## src/rtl/dq_pkg.sv

```systemverilog
package dq_pkg;

	localparam int DEPTH = 64;
	localparam int IDX_W = (DEPTH > 1) ? $clog2(DEPTH) : 1;
	localparam int CNT_W = $clog2(DEPTH + 1);
	localparam int DATA_W = 32;

	typedef logic [IDX_W-1:0] idx_t;
	typedef logic [CNT_W-1:0] cnt_t;

	typedef enum logic [2:0] {
		OP_PUSH_FRONT,
		OP_PUSH_BACK,
		OP_POP_FRONT,
		OP_POP_BACK,
		OP_LIST
	} opcode_t;

	typedef enum logic [1:0] {
		STAT_DONE,
		STAT_FULL,
		STAT_EMPTY,
		STAT_LISTED
	} status_t;

	typedef enum logic [1:0] {
		S_IDLE,
		S_LIST_RD,
		S_LIST_DATA
	} state_t;

	// base + off, wrapped into the ring; off is at most DEPTH
	function automatic idx_t wrap_add(idx_t base, cnt_t off);
		logic [CNT_W:0] s;
		s = (CNT_W+1)'(base) + (CNT_W+1)'(off);
		if (s >= (CNT_W+1)'(DEPTH))
			s = s - (CNT_W+1)'(DEPTH);
		return s[IDX_W-1:0];
	endfunction

endpackage

```

## src/rtl/dq_ram.sv

```systemverilog
module dq_ram #(
	parameter int WIDTH = 32,
	parameter int DEPTH = 64
) (
	input  logic                                       clk,
	input  logic                                       we,
	input  logic [((DEPTH > 1) ? $clog2(DEPTH) : 1)-1:0] waddr,
	input  logic [WIDTH-1:0]                           wdata,
	input  logic                                       re,
	input  logic [((DEPTH > 1) ? $clog2(DEPTH) : 1)-1:0] raddr,
	output logic [WIDTH-1:0]                           rdata
);

	logic [WIDTH-1:0] mem [DEPTH];

	always_ff @(posedge clk) begin
		if (we)
			mem[waddr] <= wdata;
		// read data holds until the next read
		if (re)
			rdata <= mem[raddr];
	end

endmodule

```

## src/rtl/double_ended_queue_top.sv

```systemverilog
// channel | signals                          | direction
// in      | in_valid, in_ready, opcode, value | item in
// out     | out_valid, out_ready, status,     | result out
//         | element, last                    |
// Push, pop and ignored opcodes: one result each.
// List: each stored element is read from the RAM (S_LIST_RD), then loaded
// into the output register (S_LIST_DATA).
// Output stalls hold the result register and block new items.
// arst_n clears pointers, count, FSM and output valid; slot contents are
// not cleared and are only read once written.
module double_ended_queue_top (
	input  logic                        clk,
	input  logic                        arst_n,
	input  logic                        in_valid,
	output logic                        in_ready,
	input  logic [2:0]                  opcode,
	input  logic signed [31:0]          value,
	output logic                        out_valid,
	input  logic                        out_ready,
	output logic [1:0]                  status,
	output logic signed [31:0]          element,
	output logic                        last
);

	dq_pkg::state_t state_q, state_d;
	dq_pkg::idx_t   front_q, front_d;
	dq_pkg::cnt_t   occ_q, occ_d;
	dq_pkg::cnt_t   idx_q;

	logic                      out_valid_q;
	dq_pkg::status_t           status_q;
	logic [dq_pkg::DATA_W-1:0] element_q;
	logic                      last_q;

	logic                      slot_free;
	logic                      accept;
	logic                      go_list;
	logic                      load_item;
	logic                      load_elem;
	logic                      list_last;
	logic                      ram_we;
	logic                      ram_re;
	dq_pkg::idx_t              ram_waddr;
	dq_pkg::idx_t              ram_raddr;
	logic [dq_pkg::DATA_W-1:0] ram_rdata;
	dq_pkg::status_t           res_status;
	logic                      full;
	logic                      empty;
	dq_pkg::idx_t              front_dec;

	assign slot_free = !out_valid_q || out_ready;
	assign accept    = in_valid && in_ready;
	assign full      = (occ_q == dq_pkg::CNT_W'(dq_pkg::DEPTH));
	assign empty     = (occ_q == '0);
	assign front_dec = (front_q == '0) ? dq_pkg::IDX_W'(dq_pkg::DEPTH - 1)
	                                   : front_q - 1'b1;
	assign list_last = ((idx_q + 1'b1) == occ_q);
	assign ram_raddr = dq_pkg::wrap_add(front_q, idx_q);

	// item decode: pointer updates, the status of a single result, or the start of a list
	always_comb begin
		front_d    = front_q;
		occ_d      = occ_q;
		ram_we     = 1'b0;
		ram_waddr  = front_q;
		res_status = dq_pkg::STAT_DONE;
		go_list    = 1'b0;
		case (dq_pkg::opcode_t'(opcode))
			dq_pkg::OP_PUSH_FRONT: begin
				if (full) begin
					res_status = dq_pkg::STAT_FULL;
				end else begin
					front_d   = front_dec;
					occ_d     = occ_q + 1'b1;
					ram_waddr = front_dec;
					ram_we    = accept;
				end
			end
			dq_pkg::OP_PUSH_BACK: begin
				if (full) begin
					res_status = dq_pkg::STAT_FULL;
				end else begin
					occ_d     = occ_q + 1'b1;
					ram_waddr = dq_pkg::wrap_add(front_q, occ_q);
					ram_we    = accept;
				end
			end
			dq_pkg::OP_POP_FRONT: begin
				if (empty) begin
					res_status = dq_pkg::STAT_EMPTY;
				end else begin
					front_d = dq_pkg::wrap_add(front_q, dq_pkg::CNT_W'(1));
					occ_d   = occ_q - 1'b1;
				end
			end
			dq_pkg::OP_POP_BACK: begin
				if (empty)
					res_status = dq_pkg::STAT_EMPTY;
				else
					occ_d = occ_q - 1'b1;
			end
			dq_pkg::OP_LIST: begin
				if (empty)
					res_status = dq_pkg::STAT_EMPTY;
				else
					go_list = 1'b1;
			end
			default: begin
				res_status = dq_pkg::STAT_DONE;
			end
		endcase
	end

	// next state
	always_comb begin
		state_d = state_q;
		unique case (state_q)
			dq_pkg::S_IDLE: begin
				if (accept && go_list)
					state_d = dq_pkg::S_LIST_RD;
			end
			dq_pkg::S_LIST_RD: begin
				state_d = dq_pkg::S_LIST_DATA;
			end
			dq_pkg::S_LIST_DATA: begin
				if (slot_free)
					state_d = list_last ? dq_pkg::S_IDLE : dq_pkg::S_LIST_RD;
			end
			default: begin
				state_d = dq_pkg::S_IDLE;
			end
		endcase
	end

	// FSM outputs
	always_comb begin
		in_ready  = 1'b0;
		ram_re    = 1'b0;
		load_elem = 1'b0;
		unique case (state_q)
			dq_pkg::S_IDLE:      in_ready  = slot_free;
			dq_pkg::S_LIST_RD:   ram_re    = 1'b1;
			dq_pkg::S_LIST_DATA: load_elem = slot_free;
			default:             in_ready  = 1'b0;
		endcase
	end

	assign load_item = accept && !go_list;

	always_ff @(posedge clk or negedge arst_n) begin
		if (!arst_n) begin
			state_q     <= dq_pkg::S_IDLE;
			front_q     <= '0;
			occ_q       <= '0;
			idx_q       <= '0;
			out_valid_q <= 1'b0;
		end else begin
			state_q <= state_d;
			if (accept) begin
				front_q <= front_d;
				occ_q   <= occ_d;
			end
			if (accept)
				idx_q <= '0;
			else if (load_elem)
				idx_q <= idx_q + 1'b1;
			if (load_item || load_elem)
				out_valid_q <= 1'b1;
			else if (out_ready)
				out_valid_q <= 1'b0;
		end
	end

	// result register payload
	always_ff @(posedge clk) begin
		if (load_item) begin
			status_q  <= res_status;
			element_q <= '0;
			last_q    <= 1'b1;
		end else if (load_elem) begin
			status_q  <= dq_pkg::STAT_LISTED;
			element_q <= ram_rdata;
			last_q    <= list_last;
		end
	end

	dq_ram #(
		.WIDTH(dq_pkg::DATA_W),
		.DEPTH(dq_pkg::DEPTH)
	) u_slots (
		.clk  (clk),
		.we   (ram_we),
		.waddr(ram_waddr),
		.wdata(value),
		.re   (ram_re),
		.raddr(ram_raddr),
		.rdata(ram_rdata)
	);

	assign out_valid = out_valid_q;
	assign status    = status_q;
	assign element   = element_q;
	assign last      = last_q;

endmodule

```

## config.mk

```make
export PLATFORM = sky130hd
export DESIGN_NAME = double_ended_queue_top
export DESIGN_NICKNAME = d
export VERILOG_FILES = /design/src/rtl/dq_pkg.sv /design/src/rtl/dq_ram.sv /design/src/rtl/double_ended_queue_top.sv
export SDC_FILE = /design/constraint.sdc
export NUM_CORES = 2
export LEC_CHECK = 0
export BUFFER_PORTS_ARGS = -buffer_cell sky130_fd_sc_hd__buf_2
export CAP_MARGIN = 20
export CORE_UTILIZATION = 40
export DETAILED_ROUTE_END_ITERATION = 16
export PLACE_DENSITY = 0.53
export SYNTH_ARGS = -nofsm -noshare
export SYNTH_HDL_FRONTEND = slang
export SYNTH_SLANG_ARGS = --single-unit
```

## constraint.sdc

```tcl
create_clock -name clk -period 5.65 [get_ports clk]
set_input_delay 1.695 -clock clk [delete_from_list [all_inputs] [get_ports clk]]
set_output_delay 1.695 -clock clk [all_outputs]
set_load 0.02 [all_outputs]
```

======== Yosys cells after proc, flatten, opt, wreduce, memory -nomap -nowiden ========
Memories as Yosys holds them, arrays and structs flattened. A register that Yosys moved wholly into a read port is not among the register bits.
Index checks and enable logic that the tools add are counted.
operators by class
  $add $sub $neg .......................... 10
  magnitude comparators ................... 3
  equal/unequal tests ..................... 13
  mux-type cells .......................... 34
  reductions and logical operators ........ 22
operators with widths
  operator               number
  $mux W6                7
  $mux W7                4
  $pmux W6 S2            2
  $sub A6 B1 Y6 const B  4
  $add A6 B7 Y8          2
  $ge A8 B7 Y1 const B   2
  $add A7 B1 Y7 const B  2
  $pmux W7 S2            1
  $mux W1                13
  $mux W2                5
  $ne A2 B2 Y1 const B   5
  $reduce_bool A2 Y1     5
  $add A6 B1 Y7 const B  1
  $eq A7 B7 Y1           1
  $eq A7 B7 Y1 const B   1
  $ge A7 B7 Y1 const B   1
  $logic_not A7 Y1       1
  $sub A7 B1 Y7 const B  1
  $eq A3 B2 Y1 const B   2
  $logic_not A6 Y1       1
  $pmux W2 S3            1
  $pmux W2 S2            1
  $reduce_and A4 Y1      1
  $reduce_or A2 Y1       2
  12 further kinds       16
storage, ports and cells
  register bits ........................... 58
  RAM bits ................................ 2048
  bits of input ports ..................... 39
  output and inout bits ................... 37
  memories kept ........................... 1
memory list
  memory       depth  bits a word  read ports  clocked after memory_dff  wr ports  line          text
  u_slots.mem  64     32           1           1                         1         dq_ram.sv:14  logic [WIDTH-1:0] mem [DEPTH];

======== Logic depth before layout (Yosys ltp) ========
  word-level depth ........................ 8
  mapped depth ............................ 11

======== By module ========
From an unflattened synthesis, not the netlist that was laid out.
unflattened totals
  cells, all modules ...................... 3689
  area total of the unflattened synthesis .. 82283.9 µm²
modules (own cells, without submodules)
  module                  instances  cells each  area each (µm²)  seq. area each (µm²)
  dq_ram                  1          3324        78835.6          62459.9
  double_ended_queue_top  1          365         3448.3           1296.2

======== Worst setup path after synthesis ========
OpenSTA, ideal clock, no wires.
  path type ............................... input to register
  start ................................... input port opcode[2]
  end ..................................... memory u_slots.mem[9][0], enable pin
  setup time .............................. 0.501 ns
  data arrival time ....................... 6.250 ns
  slack ................................... -1.101 ns
  stages on the path ...................... 8
  path buffers ............................ 2
  cells stage by stage .................... clkbuf_1 > nor2_1 > o31ai_4 > a21oi_2 > o32ai_1 > or4_1 > clkbuf_2 > nor4_1
between the ends
  cells in the longest elaborated chain, start to end .. 5
ends and longest elaborated chain
  element                                                  line                          text
  start: declaration                                       double_ended_queue_top.sv:16  input logic [2:0] opcode,
  $eq A3 B1 Y1 / $logic_not A3 Y1 (equally long branches)  double_ended_queue_top.sv:68  case (dq_pkg::opcode_t'(opcode))
  $reduce_or A2 Y1 (no line)                               --
  $mux W1                                                  --
  $mux W1                                                  dq_ram.sv:17                  if (we)
  $mux W1 (not written as such)                            dq_ram.sv:18                  mem[waddr] <= wdata;
  end: declaration                                         dq_ram.sv:14
Parallel ways exist; a longest one is shown, timed or not.

======== Worst setup path in the final report ========
  start ................................... register front_q[0]
  end ..................................... register u_slots.rdata[10] (read register of u_slots.mem), data pin
between the ends
  cells in the longest elaborated chain, start to end .. 3
ends and longest elaborated chain
  element                                               line                           text
  start: declaration                                    double_ended_queue_top.sv:26   dq_pkg::idx_t front_q, front_d;
  start signal: assignment                              double_ended_queue_top.sv:160  front_q <= front_d;
  $add A6 B7 Y8 *                                       dq_pkg.sv:35                   s = (CNT_W+1)'(base) + (CNT_W+1)'(off);
  $ge A8 B7 Y1 / $sub A6 B1 Y6 (equally long branches)  dq_pkg.sv:36, dq_pkg.sv:37
  $mux W6 *                                             dq_pkg.sv:36                   if (s >= (CNT_W+1)'(DEPTH))
  end: declaration                                      dq_ram.sv:11                   output logic [WIDTH-1:0] rdata
Mark *: on every way between the ends. The rest lies on a longest branch, timed or not.
A chain may end at the register's enable or synchronous reset.

==> results.json <==
{
  "die_height_um": 457,
  "final_nets": 4083,
  "globalRoute.totalOverflow": 0,
  "grt_util_all_layers_pct": 21.5,
  "ys_top_cells_by_area": "edfxtp_1 75%, mux4_2 16%, dfxtp_1 0.80%, a311o_1 0.77%, nand2_1 0.72%",
  "drt-pass1-iter-count": 6,
  "ir_drop_v": 0.000563,
  "largest_net_degree_at_the_start_of_global_routing": 70,
  "flow.area_growth_from_synthesis_pct": 15.1,
  "p_leak_nw": 30.1,
  "die_w_um": 457,
  "cts.path.max_buffers": 3,
  "numClockSinks": 2138,
  "finalCriticalPeriod_ns": 4.39,
  "yosysWarningCount": 0,
  "drtIter0Drc": 5048,
  "cts_tree": "built",
  "worstPathArrival_ns": 4.93,
  "initial_utilization_pct": 40.4,
  "clk_transition_reported_paths_ns": 0.06,
  "final_max_slew_viol_count": 0,
  "routedWlPerCell_um": 32.5,
  "synth_enable_flop_cells": 2082,
  "top_reg_cell_synth": "edfxtp_1",
  "detailed_place_hpwl_um": 141000,
  "criticalPathCategory": "reg -> reg",
  "buffer_ports.inserted": 75,
  "remaining_drc_errors": 0,
  "fmax_mhz": 228,
  "synthesis.instances": 3745,
  "ioPinCount": 76,
  "layout.filler_cells": 17012,
  "seq_area_frac_synth_pct": 76.9,
  "detail_route.wirelength_um": 224000,
  "worst_hold_path_type": "reg -> reg",
  "power.density_cell_area_nw_per_um2": 588,
  "largest_fanout_on_the_critical_path": 36,
  "required_ns": 6.19,
  "grtUsageMet1_pct": 33.1,
  "synth_largest_area_cell": "edfxtp_1",
  "pre_cts_slack_ns": 0.649,
  "synthDistinctLibCells": 66,
  "fp.coreArea_um2": 205000,
  "vias_in_the_first_global_route": 39850,
  "cts_resized": 0,
  "floorplan.die_area_um2": 209000,
  "worst_clock_skew_ns": 0.0324,
  "synth.cell_area_um2": 82900,
  "final_antenna_net_count": 0,
  "p_sw_share_pct": 36.3,
  "rrSetupSlack_ns": 1.26,
  "critical_path.slowest_cell": "fa_4",
  "critPathMaxStageDelay_ns": 1.06,
  "clk_latency_ns": 0.84,
  "grt_pass1_wl_um": 316000,
  "cts_inserted_buffers": 215,
  "setup_viol": 0,
  "layout.cells.most_common": "edfxtp_1",
  "routed-via-count": 40259,
  "most_used_cells_in_the_layout_excluding_fill_and_tap_cells": "2082 x edfxtp_1, 576 x mux4_2, 216 x clkbuf_16",
  "post-route-worst-setup-slack_ns": 1.26,
  "synth.net_count": 3806,
  "portion_of_synthesized_cell_area_occupied_by_the_leading_cell_type_pct": 75.4,
  "multi_input_combinational_cell_area_um2": 18600,
  "timing.max_cap.violations": 0,
  "critical_path.startpoint_type": "register",
  "cts_root_buf": "clkbuf_16",
  "timing_worst_slew_pin_value_ns": 1.17,
  "cellInternalPower_w": 0.0358,
  "finalHoldViolations": 0,
  "critical_path.cell_chain": "ha_4 -> fa_4 -> buf_12 -> buf_4 -> mux4_2 -> nor3b_1 -> a211oi_1 -> a311o_1 -> a222oi_1",
  "proportion_of_synthesized_flip_flops_having_asynchronous_set_or_reset_pct": 1.08,
  "cts.hold.buffers_added": 0,
  "met2_track_demand_over_resource_pct": 31.7,
  "worst_slew_margin_rel_pct": 22.0,
  "power.share.clock_pct": 24.5,
  "synth.avg_cell_area_um2": 22.1,
  "place_congestion": 0.878,
  "seq_power_share_pct": 32.5,
  "grt_antenna_before_repair": 18,
  "globalRouteMet3Util_pct": 3.57,
  "drive_above_1_share_pct": 30.2,
  "fin_hold_ws_ns": 0.473,
  "synth.ff_latch_count": 2138,
  "ff_latch_area_um2": 63800,
  "clock_tree.htree_level_count": 4,
  "postCtsSetupRepairBufs": 0,
  "unrepaired_setup_endpoints_after_global_routing": "no",
  "routed_via_density": 5.83,
  "period_share_pct": 77.7,
  "grt.busiest_layer": "met1",
  "num_rows": 166,
  "critical_path.endpoint_type": "register",
  "comb_power_share_pct": 43.1,
  "power.switching_w": 0.0204,
  "status": "completed"
}
registers in the layout, indices dropped and copies added, names as in the netlist:
register       cells
u_slots.rdata     32
front_q            6
idx_q              7
occ_q              7
element           32
state_q            2
u_slots.mem     2048
last               1
out_valid          1
status             2
layout make-up:
class / count / area share, %
Clock inverter: 126 / 1.05
Tap cell: 2688 / 3.52
Multi-Input combinational cell: 1303 / 19.5
Inverter: 80 / 0.315
Clock buffer: 277 / 6.08
Antenna cell: 5 / 0.0131
Timing Repair Buffer: 284 / 2.69
Sequential cell: 2138 / 66.8
power groups by stage:
stage | registers, W | logic (W) | clock network [W]
detailed placement | 0.0186 | 0.0245 | 0
global placement | 0.0186 | 0.0245 | 0
global route | 0.0182 | 0.0254 | 0.0146
finish | 0.0182 | 0.0242 | 0.0137
floorplan | 0.0185 | 0.0149 | 0
CTS | 0.0182 | 0.0246 | 0.0140
worst max-delay path: cells and delay by family, from the launching register on:
family                   cells  cell delay (ns)
buffers and inverters        2             0.59
AO/OA/AOI/OAI                3             1.17
flip-flops                   1             0.51
multiplexers                 1             0.33
adder cells (fa/ha/maj)      2             1.30
AND/OR/NAND/NOR              1             0.17
per-layer routing:
| metal | vias to the layer above | part of all wire [%] |
|---|---|---|
| met5 | - | 0 |
| met3 | 231 | 6.6 |
| met4 | 0 | 2.3 |
| met1 | 22098 | 46 |
| li1 | 16530 | - |
| met2 | 1400 | 45 |
Yosys cell counts (all sizes together) (19+ instances only):
master and instances:
a222oi 32, nand2 160, edfxtp 2082, clkbuf 153
nor3 63, ha 19, buf 71, dfxtp 33
inv 79, mux4 576, a211oi 68, nor3b 64
dfrtp 23, a311o 64, o21ai 23, a22o 34
a21oi 28, nor2 32
through the flow:
step                      instance area [um^2]  utilization [%]  total power [W]  cells  setup TNS [ns]
after CTS                                95400             46.5           0.0568   6893               0
after floorplan                          83100                -           0.0334   3745         -399.69
final                                    95400             46.5           0.0561   6901               0
after global routing                     95400             46.5           0.0582   6897               0
after detailed placement                 88600             43.2           0.0431   6490               0
after global placement                   88500             43.1           0.0431   6487               0
cells by family after synthesis:
kind of cell	count (synthesis)	share of synthesized area (%)
AO/OA/AOI/OAI	293	2.89
XOR/XNOR	23	0.243
adder cells (fa/ha/maj)	22	0.359
buffers and inverters	304	1.49
flip-flops	2138	76.9
multiplexers	583	15.7
AND/OR/NAND/NOR	382	2.40
worst paths after layout:
| kind | startpoint | end | cells after the start |
|---|---|---|---|
| min | element[0]$_SDFFE_PP0P_ | element[0]$_SDFFE_PP0P_ | 1 |
| max reg2reg | front_q[0]$_DFFE_PN0P_ | u_slots.rdata[10]$_DFFE_PN_ | 9 |
| max | front_q[0]$_DFFE_PN0P_ | u_slots.rdata[10]$_DFFE_PN_ | 9 |
| max in group asynchronous | arst_n | front_q[1]$_DFFE_PN0P_ | 1 |
| min reg2reg | element[0]$_SDFFE_PP0P_ | element[0]$_SDFFE_PP0P_ | 1 |
| min in group asynchronous | arst_n | out_valid$_DFFE_PN0P_ | 1 |
(Power assumes the default switching activity.)
